## src/hdl/tlvs_pkg.sv

```systemverilog
`default_nettype none

package tlvs_pkg;

	// Record header is a tag byte and a two-byte big-endian length
	localparam int unsigned HeaderBytes = 3;

	localparam logic [1:0] ST_FOUND     = 2'd0;
	localparam logic [1:0] ST_NOT_FOUND = 2'd1;
	localparam logic [1:0] ST_TRUNCATED = 2'd2;

	typedef enum logic [4:0] {
		PH_TAG     = 5'b00001,
		PH_LEN_HI  = 5'b00010,
		PH_LEN_LO  = 5'b00100,
		PH_VALUE   = 5'b01000,
		PH_DECIDED = 5'b10000
	} phase_t;

	typedef struct packed {
		logic [7:0] data_byte;
		logic       last_byte;
	} in_beat_t;

	typedef struct packed {
		logic [1:0]  search_status;
		logic [15:0] value_offset;
		logic [15:0] value_length;
	} out_beat_t;

	// Result of one parser step towards the result register
	typedef struct packed {
		logic      valid;
		out_beat_t beat;
	} step_res_t;

endpackage

`default_nettype wire

```

## src/hdl/tlvs_in_reg.sv

```systemverilog
`default_nettype none

module tlvs_in_reg (
	input  wire                  clk,
	input  wire                  arst_n,
	input  wire                  req_valid,
	output logic                 req_ready,
	input  tlvs_pkg::in_beat_t   req_data,
	input  wire                  advance,
	output logic                 valid_s1,
	output tlvs_pkg::in_beat_t   beat_s1
);
	import tlvs_pkg::*;

	// Take a new beat when empty or when the held beat moves on this cycle
	assign req_ready = !valid_s1 || advance;

	always_ff @(posedge clk or negedge arst_n) begin
		if (!arst_n) begin
			valid_s1 <= 1'b0;
		end else if (req_valid && req_ready) begin
			valid_s1 <= 1'b1;
		end else if (advance) begin
			valid_s1 <= 1'b0;
		end
	end

	always_ff @(posedge clk) begin
		if (req_valid && req_ready) begin
			beat_s1 <= req_data;
		end
	end

endmodule

`default_nettype wire

```

## src/hdl/tlvs_parser.sv

```systemverilog
`default_nettype none

module tlvs_parser #(
	parameter int unsigned LENGTH_BITS = 16
) (
	input  wire                  clk,
	input  wire                  arst_n,
	input  wire  [7:0]           wanted_tag,
	input  tlvs_pkg::in_beat_t   beat_s1,
	input  wire                  step,
	output tlvs_pkg::step_res_t  res
);
	import tlvs_pkg::*;

	localparam int unsigned CW = (LENGTH_BITS > 16) ? LENGTH_BITS : 16;
	localparam logic [LENGTH_BITS-1:0] PosMax = {LENGTH_BITS{1'b1}};

	phase_t                 phase_q, phase_n;
	logic [LENGTH_BITS-1:0] pos_q, pos_n;
	logic [15:0]            rec_len_q, rec_len_n;
	logic [15:0]            left_q, left_n;
	logic                   matched_q, matched_n;

	logic [15:0] len_lo;
	logic [15:0] left_dec;
	logic [CW:0] pos_x;
	logic [CW:0] off_fit;
	logic [CW:0] off_empty;
	logic        at_max;

	assign len_lo    = {rec_len_q[15:8], beat_s1.data_byte};
	assign left_dec  = left_q - 16'd1;
	assign pos_x     = (CW+1)'(pos_q);
	assign off_fit   = pos_x - (CW+1)'(rec_len_q) + (CW+1)'(1);
	assign off_empty = pos_x + (CW+1)'(1);
	assign at_max    = (pos_q == PosMax);

	always_comb begin
		phase_n   = phase_q;
		pos_n     = pos_q;
		rec_len_n = rec_len_q;
		left_n    = left_q;
		matched_n = matched_q;
		res       = '0;

		unique case (phase_q)
			PH_TAG: begin
				matched_n = (beat_s1.data_byte == wanted_tag);
				phase_n   = PH_LEN_HI;
			end
			PH_LEN_HI: begin
				rec_len_n = {beat_s1.data_byte, 8'h00};
				phase_n   = PH_LEN_LO;
			end
			PH_LEN_LO: begin
				rec_len_n = len_lo;
				left_n    = len_lo;
				if (len_lo != 16'd0) begin
					phase_n = PH_VALUE;
				end else if (!matched_q) begin
					phase_n = PH_TAG;
				end else begin
					// Empty value: starts one past this byte, if there is such a place
					res.valid = 1'b1;
					if (at_max) begin
						res.beat.search_status = ST_NOT_FOUND;
					end else begin
						res.beat.search_status = ST_FOUND;
						res.beat.value_offset  = off_empty[15:0];
					end
					phase_n = PH_DECIDED;
				end
			end
			PH_VALUE: begin
				left_n = left_dec;
				if (left_dec == 16'd0) begin
					if (matched_q) begin
						res.valid                = 1'b1;
						res.beat.search_status   = ST_FOUND;
						res.beat.value_offset    = off_fit[15:0];
						res.beat.value_length    = rec_len_q;
						phase_n                  = PH_DECIDED;
					end else begin
						phase_n = PH_TAG;
					end
				end
			end
			PH_DECIDED: begin
				phase_n = PH_DECIDED;
			end
			default: begin
				phase_n = PH_DECIDED;
			end
		endcase

		// End of message or position limit while still undecided
		if (phase_n != PH_DECIDED) begin
			if (beat_s1.last_byte) begin
				res.valid = 1'b1;
				if (phase_n == PH_VALUE && matched_n) begin
					res.beat.search_status = ST_TRUNCATED;
				end else begin
					res.beat.search_status = ST_NOT_FOUND;
				end
				phase_n = PH_DECIDED;
			end else if (at_max) begin
				res.valid              = 1'b1;
				res.beat.search_status = ST_NOT_FOUND;
				phase_n                = PH_DECIDED;
			end
		end

		if (beat_s1.last_byte) begin
			phase_n   = PH_TAG;
			pos_n     = '0;
			rec_len_n = '0;
			left_n    = '0;
			matched_n = 1'b0;
		end else if (!at_max) begin
			pos_n = pos_q + LENGTH_BITS'(1);
		end
	end

	always_ff @(posedge clk or negedge arst_n) begin
		if (!arst_n) begin
			phase_q   <= PH_TAG;
			pos_q     <= '0;
			rec_len_q <= '0;
			left_q    <= '0;
			matched_q <= 1'b0;
		end else if (step) begin
			phase_q   <= phase_n;
			pos_q     <= pos_n;
			rec_len_q <= rec_len_n;
			left_q    <= left_n;
			matched_q <= matched_n;
		end
	end

endmodule

`default_nettype wire

```

## src/hdl/tlvs_out_reg.sv

```systemverilog
`default_nettype none

module tlvs_out_reg (
	input  wire                  clk,
	input  wire                  arst_n,
	input  wire                  step,
	input  tlvs_pkg::step_res_t  res,
	output logic                 rsp_valid,
	input  wire                  rsp_ready,
	output tlvs_pkg::out_beat_t  rsp_data
);
	import tlvs_pkg::*;

	always_ff @(posedge clk or negedge arst_n) begin
		if (!arst_n) begin
			rsp_valid <= 1'b0;
		end else if (step && res.valid) begin
			rsp_valid <= 1'b1;
		end else if (rsp_ready) begin
			rsp_valid <= 1'b0;
		end
	end

	always_ff @(posedge clk) begin
		if (step && res.valid) begin
			rsp_data <= res.beat;
		end
	end

endmodule

`default_nettype wire

```

## src/hdl/tlv_tag_search_parser_unit.sv

```systemverilog
// TLV tag search parser.
// A message enters on the req channel one byte per beat, the last beat flagged
// by last_byte. Records are a tag byte, a big-endian 16-bit length and the value.
// The rsp channel gives exactly one beat per message: found (with the value's
// offset and length), not found, or truncated when a matching value runs past
// the end of the message. Bytes after a decision are dropped until last_byte.
// The cfg channel writes wanted_tag; it is always ready. The user must write it
// only while no message is in flight; the block itself does not enforce this.
// Pipeline: an accepted byte waits in the input register, is parsed there by
// combinational logic, and its result beat is registered as the byte advances.
// Throughput: one byte per cycle while nothing stalls (see Stall); the per-byte
// step is a counter and compare between the input and result registers.
// Stall: while a result waits on rsp_ready, bytes that give no result still
// advance; a byte that would give a result holds in the input register and
// req_ready drops once that register is full.
// Reset: asynchronous, active low; clears the parser, both valid flags and
// wanted_tag (to zero).
`default_nettype none

module tlv_tag_search_parser_unit #(
	parameter int unsigned LENGTH_BITS = 16
) (
	input  wire                  clk,
	input  wire                  arst_n,
	input  wire                  cfg_valid,
	output logic                 cfg_ready,
	input  wire  [7:0]           cfg_data,
	input  wire                  req_valid,
	output logic                 req_ready,
	input  tlvs_pkg::in_beat_t   req_data,
	output logic                 rsp_valid,
	input  wire                  rsp_ready,
	output tlvs_pkg::out_beat_t  rsp_data
);
	import tlvs_pkg::*;

	logic       [7:0] wanted_tag_q;
	logic             valid_s1;
	in_beat_t         beat_s1;
	step_res_t        res;
	logic             advance;

	// Register write is taken on every cfg beat
	assign cfg_ready = 1'b1;

	always_ff @(posedge clk or negedge arst_n) begin
		if (!arst_n) begin
			wanted_tag_q <= '0;
		end else if (cfg_valid && cfg_ready) begin
			wanted_tag_q <= cfg_data;
		end
	end

	// Advance the held byte unless it gives a result and the result slot is
	// occupied and not being drained this cycle
	assign advance = valid_s1 && (!res.valid || !rsp_valid || rsp_ready);

	tlvs_in_reg u_in_reg (
		.clk       (clk),
		.arst_n    (arst_n),
		.req_valid (req_valid),
		.req_ready (req_ready),
		.req_data  (req_data),
		.advance   (advance),
		.valid_s1  (valid_s1),
		.beat_s1   (beat_s1)
	);

	tlvs_parser #(
		.LENGTH_BITS (LENGTH_BITS)
	) u_parser (
		.clk        (clk),
		.arst_n     (arst_n),
		.wanted_tag (wanted_tag_q),
		.beat_s1    (beat_s1),
		.step       (advance),
		.res        (res)
	);

	tlvs_out_reg u_out_reg (
		.clk       (clk),
		.arst_n    (arst_n),
		.step      (advance),
		.res       (res),
		.rsp_valid (rsp_valid),
		.rsp_ready (rsp_ready),
		.rsp_data  (rsp_data)
	);

endmodule

`default_nettype wire

```

## config.mk

```make
export PLATFORM = sky130hd
export DESIGN_NAME = tlv_tag_search_parser_unit
export DESIGN_NICKNAME = d
export VERILOG_FILES = /design/src/hdl/tlvs_pkg.sv /design/src/hdl/tlvs_in_reg.sv /design/src/hdl/tlvs_parser.sv /design/src/hdl/tlvs_out_reg.sv /design/src/hdl/tlv_tag_search_parser_unit.sv
export SDC_FILE = /design/constraint.sdc
export NUM_CORES = 1
export LEC_CHECK = 0
export BUFFER_PORTS_ARGS = -buffer_cell sky130_fd_sc_hd__buf_2
export CAP_MARGIN = 20
export CORE_UTILIZATION = 45
export DETAILED_ROUTE_END_ITERATION = 7
export GPL_TIMING_DRIVEN = 0
export SYNTH_ARGS = -nofsm -noshare
export SYNTH_HDL_FRONTEND = slang
export SYNTH_SLANG_ARGS = --single-unit
```

## constraint.sdc

```tcl
create_clock -name clk -period 6.4 [get_ports clk]
set_input_delay 0.64 -clock clk [delete_from_list [all_inputs] [get_ports clk]]
set_output_delay 0.64 -clock clk [all_outputs]
set_load 0.05 [all_outputs]
```

Yosys cells after proc, flatten, opt, wreduce, memory -nomap -nowiden
Index checks and enable logic that the tools add are counted.

word-level totals
  flip-flop bits (word level) = 107
  output and inout port bits = 37
  word-level logic and storage cells = 81

cells by class
  $add $sub $neg = 5
  eq/ne operators = 10
  mux-type cells = 30
  reduce and logical (&&, ||, !) cells = 22

operator list
  kind                   count
  $mux 16                5
  $mux 35                2
  $pmux 16 s2            2
  $add 16x1->16 const B  3
  $mux 19                2
  $pmux 19 s2            1
  $mux 5                 6
  $pmux 5 s4             1
  $eq 16x16->1 const B   1
  $logic_not 16->1       1
  $reduce_bool 16->1     1
  $sub 16x1->16 const B  1
  $sub 16x16->16         1
  $eq 5x4->1 const B     2
  $mux 3                 3
  $eq 8x8->1             1
  $mux 1                 7
  $reduce_and 2->1       3
  $reduce_and 3->1       2
  $reduce_bool 2->1      3
  $reduce_bool 3->1      2
  $eq 5x1->1 const B     1
  $eq 5x2->1 const B     1
  $eq 5x3->1 const B     1
  other kinds (6)        14

Longest topological paths before layout
Gate-level depths: netlist of the first run.

  word-level depth = 16
  gate-level depth with buffers = 12
  mapped depth without buffers = 12

Cells and area by module
From an unflattened synthesis of the first run, not the netlist that was laid out.

second synthesis, totals
  cells, all modules = 643
  area total of the unflattened synthesis = 6,172.2 µm²

modules (own cells, without submodules)
  module                      instances  cells each  area an instance (µm²)
  tlvs_parser                 1          571         4,428.0
  tlvs_out_reg                1          38          1,066.0
  tlv_tag_search_parser_unit  1          21          354.1
  tlvs_in_reg                 1          13          324.1

Worst setup path before layout of the first run
No wires, ideal clock.

  kind = reg2reg
  from = register u_parser.left_q[11]
  to = register, netlist name u_out_reg.rsp_data[0]
  arrival time = 4,093 ps
  data required time = 5,975 ps
  slack = 1,882 ps
  cell stages (with the launch flop) = 9
  path buffers = 2
  cell sequence = dfrtp_1 > or4_1 > or4b_1 > or2_0 > a2111o_1 > o211a_1 > buf_6 > buf_6 > nor2_1

on the way
  longest elaborated chain between the ends = 12

ends and longest elaborated chain
  item                                            RTL line                          source
  from (decl)                                     tlvs_parser.sv:21                 logic [15:0] left_q, left_n;
  from (signal assigned)                          tlvs_parser.sv:135                left_q <= left_n;
  $sub 16x1->16 *                                 tlvs_parser.sv:32                 assign left_dec = left_q - 16'd1;
  $logic_not 16->1 *                              tlvs_parser.sv:76                 if (left_dec == 16'd0) begin
  branches (longest 4 deep; another with $mux 5)  -
  $mux 3 *                                        tlvs_parser.sv:97                 if (phase_n != PH_DECIDED) begin
  $logic_not 1->1                                 tlv_tag_search_parser_unit.sv:56  assign advance = valid_s1 && (!res.valid || !rsp_valid || rsp_ready);
  $logic_or 1x1->1 (2 in a row)                   tlv_tag_search_parser_unit.sv:56
  $logic_and 1x1->1                               tlv_tag_search_parser_unit.sv:56
  $logic_and 1x1->1 *                             tlvs_out_reg.sv:25                if (step && res.valid) begin

Mark *: on every way between the ends.
A chain may end at the register's enable or synchronous reset.

Final worst setup path of the first run
  from = register u_parser.left_q[0]
  to = output req_ready

on the way
  longest elaborated chain between the ends = 12

ends and longest elaborated chain
  item                                            RTL line                          source
  $sub 16x1->16 *                                 tlvs_parser.sv:32
  $logic_not 16->1 *                              tlvs_parser.sv:76
  branches (longest 4 deep; another with $mux 5)  -
  $mux 3 *                                        tlvs_parser.sv:97
  $logic_not 1->1 *                               tlv_tag_search_parser_unit.sv:56
  $logic_or 1x1->1 * (2 in a row)                 tlv_tag_search_parser_unit.sv:56
  $logic_and 1x1->1 *                             tlv_tag_search_parser_unit.sv:56
  $logic_or 1x1->1 *                              tlvs_in_reg.sv:16                 assign req_ready = !valid_s1 || advance;
  to (decl)                                       tlv_tag_search_parser_unit.sv:29  output logic req_ready,

Marked as above.

==> summary by stage, run 1 <==
Synth
The biggest area contributor in the post-synthesis netlist is sky130_fd_sc_hd__dfrtp_1. The synthesized area per cell is 10.1 um^2. Of the post-synthesis cell area, the part taken by muxes is 0.0286. In the synthesized netlist, the cells that appear most often are sky130_fd_sc_hd__dfrtp_1, sky130_fd_sc_hd__edfxtp_1, sky130_fd_sc_hd__nor2_1.

By area the synthesized netlist is led by sky130_fd_sc_hd__dfrtp_1, sky130_fd_sc_hd__edfxtp_1, sky130_fd_sc_hd__ha_1. Counting flops with a built-in enable in the synthesized netlist gives 43. The net count after synthesis is 696. In the synthesized netlist the dominant register cell turns out to be sky130_fd_sc_hd__dfrtp_1. The xor-xnor portion of the synthesized cell area is 0.0500. Counting flops with an async set or reset pin after synthesis yields a share of 0.598. The area fraction in compound gates after synthesis is 0.224. The number of instances in the synthesized netlist is ~640. The number of warnings printed during yosys synthesis is 0. The synthesized flop and latch total is 107. Of the total synthesized cell area, the portion taken by AND, OR, NAND and NOR gates is 0.137. The netlist uses 72 different library cells.

The adder-cell area share of the yosys netlist is 0.0649. In the post-synthesis netlist, the cell with the most instances is sky130_fd_sc_hd__dfrtp_1. The part of the Yosys area used for sequential elements is 0.446. The netlist area before placement is 6480 um^2. Of the post-synthesis cell area, the dominant cell type holds 0.243. After synthesis, the largest family of logic cells by area is compound AO/OA/AOI/OAI gates.

Setup path
The worst setup path is captured at an output port. The worst-case reg-to-reg path depth is 10. The worst register-to-register path has a setup slack of 2380 ps. The beginning of the worst register-to-register path is u_parser.left_q[0]$_DFFE_PN0P_. Data on the critical path arrives at its endpoint at between 3000 and 4000 ps. The worst setup path is launched from a flop. The kind of critical path is flop to output port. The endpoint of the worst-slack reg-to-reg timing path is u_out_reg.rsp_data[22]$_DFFE_PP_. The required time of the critical path is 5760 ps. The biggest fanout along the worst timing path is 10.

STA
The number of pins exceeding their max-slew limit in the final report was 0. Based on the critical path, the design can be clocked at up to about 220 MHz. The actual slew at the worst max-slew pin is 1080 ps. The time the worst path needs with I/O delays and setup is about 4600 ps. The final number of setup-violating endpoints is 0. On the final layout, the worst clock skew is ~8.0 ps. Setup slack on the critical path of the routed design comes to 1820 ps. The relative max-transition margin is 0.275. Setup repair after global routing left no endpoint under its margin. In the finished design, the share of the clock period the worst path needs comes to 0.715.

In the final timing run, aggregate negative setup slack is 0 ps. The number of hold-slack violations in the final timing report came to 0.

Route
The average vias per placed instance is 6.22. The post-route DRC violation count is 0. The total vias in the final route is around 5.6k. The post-detailed-routing wire length is approximately 18000 um. The number of violations reported at the end of detailed-routing iteration 0 is 367. The number of detailed-route iterations in the first pass is 7.

The detailed-route wire length per cell is 20.3 um. The remaining antenna violation count is 0.

Clock tree
In this run, CTS created clock tree buffers numbering 9. The root buffer selected by CTS is sky130_fd_sc_hd__clkbuf_16. TritonCTS built the clock tree.

The H-tree was split into 3 levels. Clock latency on the worst-skew pair, taken at its later pin, is 360 ps. CTS saw 107 sinks.

The quantity of gates resized following cts is 0. The hold buffer count at cts is 0. After clock tree synthesis, the setup repair step added 0 buffers.

The clock tree buffer depth is 2. After clock tree synthesis, the clock-pin slew on the worst setup and hold paths is 70 ps.

Global routing
Entering global routing, the biggest net connects 65 pins. For this run, global-route usage on met3 was measured as 0.0459. In the global route stage, met2 resource usage came out at 0.412. For this run, global-route usage on met1 was measured as 0.352. The wire length of the first global-routing pass is 29200 um.

The number of global-route vias before repair was 5261. Summed over all layers, the global routing overflow is 0. In the global route stage, overall resource usage came out at 0.260. met2 is the most crowded layer. The number of antenna violations at the first check in global routing is 0.

Placement
The congestion estimate from routability-driven global placement came to 0.913. Before CTS, the worst setup slack after placement is 2240 ps. The total placed instance area is approximately 7000 um^2. The half-perimeter wire length after detailed placement is between 10000 and 15000 um. In this run the tool buffered the top-level ports with 56 buffer cells.

Min path
The worst hold path class is input port to async pin.

Flow run
Max-cap violations in this run came to 0.

Pwr
In this run the static leakage power is 2.86 nW. The power per cell area is roughly 260 nW/um^2. IR analysis of the VDD net gives a maximum drop of around 0.00013 V. The design draws 1.94 mW.

Finish
The final antenna diode count is 0. Of the cells placed in the final design, the portion with a size suffix greater than 1 is 0.141. The layout overhead on the synthesized area is 13.3%. After filler insertion, the fill cell instance count of the layout stands at 1304. The finished cells cover 7340 um^2.

In the final design database the tool counted 766 nets.

Floorplanning
The floorplan has 43 rows. The total core area is 14000 um^2. The effective utilization at floorplan is 0.463. The die is 122 um wide.

The top-level port count is 59. Measured along the y axis, the die boundary spans 122 um. The die area is 14900 um^2.

Status
The flow ran to the end, and the final reports show no timing, DRC or antenna violations.
power by group:
group	total, mW	switching [mW]	internal [mW]
logic	0.556	0.353	0.203
registers	0.805	0.0416	0.763
clock network	0.578	0.280	0.297
per-layer routing:
layer | share of wire | wire length, um
met1 | 0.44 | 7920
met2 | 0.47 | 8570
met3 | 0.066 | 1200
met4 | 0.026 | 481
met5 | 0 | 0
sequential cells by signal (all words and copies together), names as in the netlist:
register,count
u_in_reg.valid_s1,1
u_parser.rec_len_q,16
u_parser.phase_q,5
wanted_tag_q,8
u_parser.matched_q,1
u_out_reg.rsp_valid,1
u_out_reg.rsp_data,34
u_parser.pos_q,16
u_in_reg.beat_s1,9
u_parser.left_q,16
worst max-delay path, stage by stage, from the launching register on:
cell                       delay (ps)
sky130_fd_sc_hd__dfrtp_1          380
sky130_fd_sc_hd__clkbuf_1         240
sky130_fd_sc_hd__inv_1            130
sky130_fd_sc_hd__ha_1             380
sky130_fd_sc_hd__nor4b_1          450
sky130_fd_sc_hd__xnor2_1          180
sky130_fd_sc_hd__a21oi_1          120
sky130_fd_sc_hd__a2111o_1         510
sky130_fd_sc_hd__o211a_1          310
sky130_fd_sc_hd__buf_6            170
sky130_fd_sc_hd__nor3_1           410
sky130_fd_sc_hd__inv_1             80
sky130_fd_sc_hd__buf_2            220
cell type report:
class | count | area [um^2] | share of cell area
Clock inverter | 5 | 53.8 | 0.00733
Tap cell | 180 | 225 | 0.0307
Multi-Input combinational cell | 458 | 3280 | 0.447
Timing Repair Buffer | 59 | 320 | 0.0436
Inverter | 37 | 139 | 0.0189
Sequential cell | 107 | 2890 | 0.394
Clock buffer | 11 | 254 | 0.0346
Buffer | 39 | 178 | 0.0242
placed cells by master (no fill, tap or decap), types with 22 or more instances in the layout:
master	count
sky130_fd_sc_hd__clkbuf_1	31
sky130_fd_sc_hd__a21oi_1	36
sky130_fd_sc_hd__xnor2_1	26
sky130_fd_sc_hd__buf_2	60
sky130_fd_sc_hd__inv_1	36
sky130_fd_sc_hd__ha_1	32
sky130_fd_sc_hd__nand3_1	23
sky130_fd_sc_hd__o211ai_1	23
sky130_fd_sc_hd__nor3_1	22
sky130_fd_sc_hd__nor2_1	40
sky130_fd_sc_hd__edfxtp_1	43
sky130_fd_sc_hd__nand2_1	23
sky130_fd_sc_hd__dfrtp_1	63
logic make-up (layout without fill, tap and decap cells):
group                    count (synthesis)  after routing
AO/OA/AOI/OAI                          198            198
AND/OR/NAND/NOR                        172            172
flip-flops                             107            107
buffers and inverters                   76            151
XOR/XNOR                                37             37
adder cells (fa/ha/maj)                 33             33
multiplexers                            17             17
other                                    1              1
worst max-delay path by stage:
stage                               startpoint                             endpoint  slack [ps]  cells after the start
2_1_floorplan  u_parser.left_q[11]$_DFFE_PN0P_  u_out_reg.rsp_data[0]$_SDFFCE_PN0P_        1880                      8
3_3_place_gp    u_parser.left_q[0]$_DFFE_PN0P_     u_out_reg.rsp_data[20]$_DFFE_PP_         910                     11
3_5_place_dp    u_parser.left_q[0]$_DFFE_PN0P_                            req_ready        2240                     12
4_1_cts         u_parser.left_q[0]$_DFFE_PN0P_                            req_ready        1830                     12
5_1_grt         u_parser.left_q[0]$_DFFE_PN0P_                            req_ready        1510                     12
6_report        u_parser.left_q[0]$_DFFE_PN0P_                            req_ready        1820                     12
stage by stage:
stage | hold WS [ps] | util | cells
5_1_grt | 431 | 0.525 | 896
3_5_place_dp | 489 | 0.503 | 879
6_report | 356 | 0.525 | 896
4_1_cts | 415 | 0.525 | 895
2_1_floorplan | 344 | - | 641
3_3_place_gp | 475 | 0.500 | 877
(Power assumes the default switching activity.)
==> run 2, diff against run 1 <==
--- a/config.mk
+++ b/config.mk
@@ -5,6 +5,7 @@
 export SDC_FILE = /design/constraint.sdc
 export NUM_CORES = 1
 export LEC_CHECK = 0
+export ABC_AREA = 1
 export BUFFER_PORTS_ARGS = -buffer_cell sky130_fd_sc_hd__buf_2
 export CAP_MARGIN = 20
 export CORE_UTILIZATION = 45
==> constraint.sdc (replaced) <==
create_clock -name clk -period 4.45 [get_ports clk]
set_input_delay 0.445 -clock clk [delete_from_list [all_inputs] [get_ports clk]]
set_output_delay 0.445 -clock clk [all_outputs]
set_load 0.05 [all_outputs]
==> summary by stage, run 2 <==
Status
The run finished with clean final reports.

Synth
After synthesis, the share of flip-flops with an asynchronous set or reset is 0.598. The proportion of netlist area held by the largest area contributor is 0.237. The commonest cells after synthesis are sky130_fd_sc_hd__nand2_1, sky130_fd_sc_hd__inv_1, sky130_fd_sc_hd__nor2_1. Averaged over all synthesized cells, the footprint is 7.73 um^2.

The synthesized design contains 43 enable-type register cells. For this run, the register share of the synthesized area comes to 0.436. Summed over all instances, the cell type with the most area after synthesis is sky130_fd_sc_hd__dfrtp_1.

Counting flops and latches in the post-synthesis netlist gives 107. In the synthesized netlist the dominant register cell turns out to be sky130_fd_sc_hd__dfrtp_1. The mapped netlist covers 6640 um^2. Sorting the synthesized cells by area gives the leading types as sky130_fd_sc_hd__dfrtp_1, sky130_fd_sc_hd__edfxtp_1, sky130_fd_sc_hd__nand2_1.

The dominant cell by count in the synthesized netlist is sky130_fd_sc_hd__nand2_1. The number of warnings printed during yosys synthesis is 0. The number of instances in the synthesized netlist is around 860.

The count of different cell masters after synthesis is 45. The net count after synthesis is 914.

Route
The average vias per placed instance is 5.15. The number of violations reported at the end of detailed-routing iteration 0 is slightly above 500. The post-detailed-routing wire length is between 15000 and 20000 um. After detailed routing, the number of remaining DRC violations is 0. The detailed-route wire length per cell is 15.0 um. The number of detailed-route iterations in the first pass is 6. The routed layout has 5756 vias. In this run the remaining antenna-violating nets after routing total 0.

Flow run
Max-cap violations in this run came to 0.

Global routing
The first global-routing pass estimated 27200 um of wire. Entering global routing, the biggest net connects 65 pins. Across every metal layer, demand over resource in global routing totals 0.237. The number of global-route vias before repair is 5303.

The number of antenna violations at the first check in global routing was 0. The total overflow left after global routing is 0.

Setup path
The biggest fanout along the worst timing path is 5. Counting cells, the worst reg-to-reg path comes to 18. Data on the critical path is required at its endpoint by 4010 ps.

The cell that appears most often on the critical path is sky130_fd_sc_hd__nand2_1. STA classifies the critical path startpoint as a flop. For this run, the slowest stage of the critical path takes around 440 ps. Data on the critical path arrives at its endpoint at 2960 ps. The type of element capturing the critical path is an output port. The signal on the critical path passes through inv_2 > ha_1 > nand2_1 > nor2_1 > nand2_1 > nand2_1 > nand2_1 > nor2_1 > nand2_1 > nor2_1 > nand4_1 > o211ai_2 > nand3_1 > buf_2. The kind of critical path is flop to output port.

On the critical path, the stage with the largest delay is an instance of sky130_fd_sc_hd__dfrtp_1.

Floorplanning
The floorplan step defined a core boundary enclosing 14500 um^2. Pin placement for this block handled slightly below 60 I/O pins. The total number of placement rows is 44. In this run the vertical extent of the chip is around 120 um. The horizontal die dimension is between 100 and 150 um. The floorplan step defined a die boundary enclosing 15200 um^2. The effective utilization at floorplan is 0.459.

Pwr
The total power is ~2.5 mW. Across the VDD grid, the largest voltage drop is 0.000183 V. The analysis attributes to cell leakage a power of 3.70 nW.

In this run the power density over the cells is 340 nW/um^2.

Placement
Once detailed placement completed, the half-perimeter wirelength came to between 10000 and 15000 um. The total placed instance area is 7190 um^2. The number of placed instances, taps included, is 1101. The placer congestion estimate is 0.883.

During placement, the flow inserted port buffers numbering 57.

STA
The actual slew at the worst max-slew pin is approximately 850 ps. The time the worst path needs with I/O delays and setup is 3400 ps. In the finished design, the share of the clock period the worst path needs comes to 0.764. Setup violations remaining at the end of the flow were counted as 0. Setup repair after global routing left no endpoint under its margin. The maximum frequency from static timing analysis is 294 MHz. The worst clock skew on the final layout is 6.92 ps. The relative max-transition margin is 0.433. The sum of negative setup slack is 0 ps.

The number of pins exceeding their max-slew limit in the final report is 0. The number of hold-slack violations in the final timing report is 0.

Clock tree
In this run the clock root is driven by a sky130_fd_sc_hd__clkbuf_16. The quantity of gates resized following cts is 0. The hold buffer count at cts is 0.

The later pin in the worst-skew pair is clocked with a latency of 360 ps. The clock drives 107 sinks. TritonCTS built the clock tree. The CTS H-tree depth is 3. The count of buffers added by post-CTS timing repair for setup is 0. The clock slew seen by the registers of the worst setup and hold paths is 70 ps. The TritonCTS buffer count is 9.

Counting along the longest clock path gives a buffer depth of 2.

Finish
The final cell utilization of the core is 0.516. Summing all multi-input logic gate instances after layout gives 3150 um^2. The number of antenna diodes in the final layout is 0. The leading cell type in the layout, fill and taps excluded is sky130_fd_sc_hd__nand2_1.

After the flow finishes, the layout carries non-filler instances totaling 1117. The layout overhead on the synthesized area is 12.6%. The register with the most flip-flops in the layout has 34 of them.

Across the whole layout, storage elements account for 2890 um^2. After routing the design area is approximately 7500 um^2. The number of nets in the final layout is 983.

The number of fillers in the final layout is 1463. Of the cells placed in the final design, the portion with a size suffix greater than 1 is 0.107. In the layout the commonest cells are sky130_fd_sc_hd__nand2_1, sky130_fd_sc_hd__inv_1, sky130_fd_sc_hd__nor2_1. The register containing the most flip-flops in the final layout is u_out_reg.rsp_data.

Min path
The min-delay analysis places its worst path in the category input port to async pin.
[run 2: cell types whose count changed in the layout (fill, tap and decap cells not counted), sizes merged, moves of 12 or more]
cell | previous run | this run
nand4 | 7 | 65
inv | 38 | 120
o22ai | 17 | 3
nand2 | 23 | 239
o2bb2ai | 14 | 0
o21ai | 19 | 48
a22o | 17 | 2
and3 | 12 | 0
nor2 | 41 | 90
clkbuf | 42 | 26
o211ai | 24 | 2
xnor2 | 26 | 2
[run 2: routing by layer]
layer | vias to the layer above | track usage | routed length (um)
met5 | - | 0 | 0
met4 | 0 | 0.0904 | 420
met3 | 28 | 0.0327 | 691
met2 | 150 | 0.364 | 7350
met1 | 2604 | 0.338 | 8290
li1 | 2974 | - | -
[run 2: final timing paths]
| path | endpoint | slack (ps) | from |
|---|---|---|---|
| max | req_ready | 1050 | u_parser.left_q[0]$_DFFE_PN0P_ |
| min | u_parser.left_q[14]$_DFFE_PN0P_ | 200 | arst_n |
| max reg2reg | u_out_reg.rsp_data[5]$_SDFFCE_PN0P_ | 1170 | u_parser.left_q[0]$_DFFE_PN0P_ |
| min reg2reg | u_parser.rec_len_q[12]$_DFFE_PN0P_ | 470 | u_parser.rec_len_q[12]$_DFFE_PN0P_ |
| max in group asynchronous | u_parser.phase_q[3]$_DFFE_PN0P_ | 3700 | arst_n |
| min in group clk | u_in_reg.beat_s1[8]$_DFFE_PP_ | 260 | req_data[8] |
[run 2: kinds of logic after synthesis]
group / after synthesis / share of synthesized area
AO/OA/AOI/OAI: 96 / 0.0790
other: 1 / 0.000565
flip-flops: 107 / 0.436
buffers and inverters: 149 / 0.0903
XOR/XNOR: 21 / 0.0277
multiplexers: 3 / 0.00509
AND/OR/NAND/NOR: 449 / 0.298
adder cells (fa/ha/maj): 33 / 0.0633
[run 2: critical path: cells and delay by family, from the launching register on]
kind / cells / cell delay (ps)
simple gates: 10 / 1300
flops: 1 / 440
buf+inv: 2 / 400
fa+ha+maj: 1 / 240
compound gates: 1 / 210
[run 2: final cells by class]
| type | instances | share of cell area |
|---|---|---|
| Multi-Input combinational cell | 603 | 0.421 |
| Inverter | 121 | 0.0608 |
| Sequential cell | 107 | 0.387 |
| Timing Repair Buffer | 58 | 0.0422 |
| Clock inverter | 5 | 0.00753 |
| Tap cell | 184 | 0.0308 |
| Buffer | 28 | 0.0194 |
| Clock buffer | 11 | 0.0311 |
[run 2: report_power, final]
| part | internal (mW) | leakage, nW | switching (mW) |
|---|---|---|---|
| combinational | 0.184 | 2.32 | 0.420 |
| sequential | 1.09 | 1.23 | 0.0490 |
| clock | 0.436 | 0.141 | 0.365 |
| total | 1.71 | 3.70 | 0.834 |
[run 2: metrics by stage]
stage | setup WS (ps) | hold slack (ps)
finish | 1050 | 196
CTS | 1080 | 231
floorplan | 1600 | 149
global route | 807 | 254
detailed placement | 1200 | 458
global placement | 808 | 455
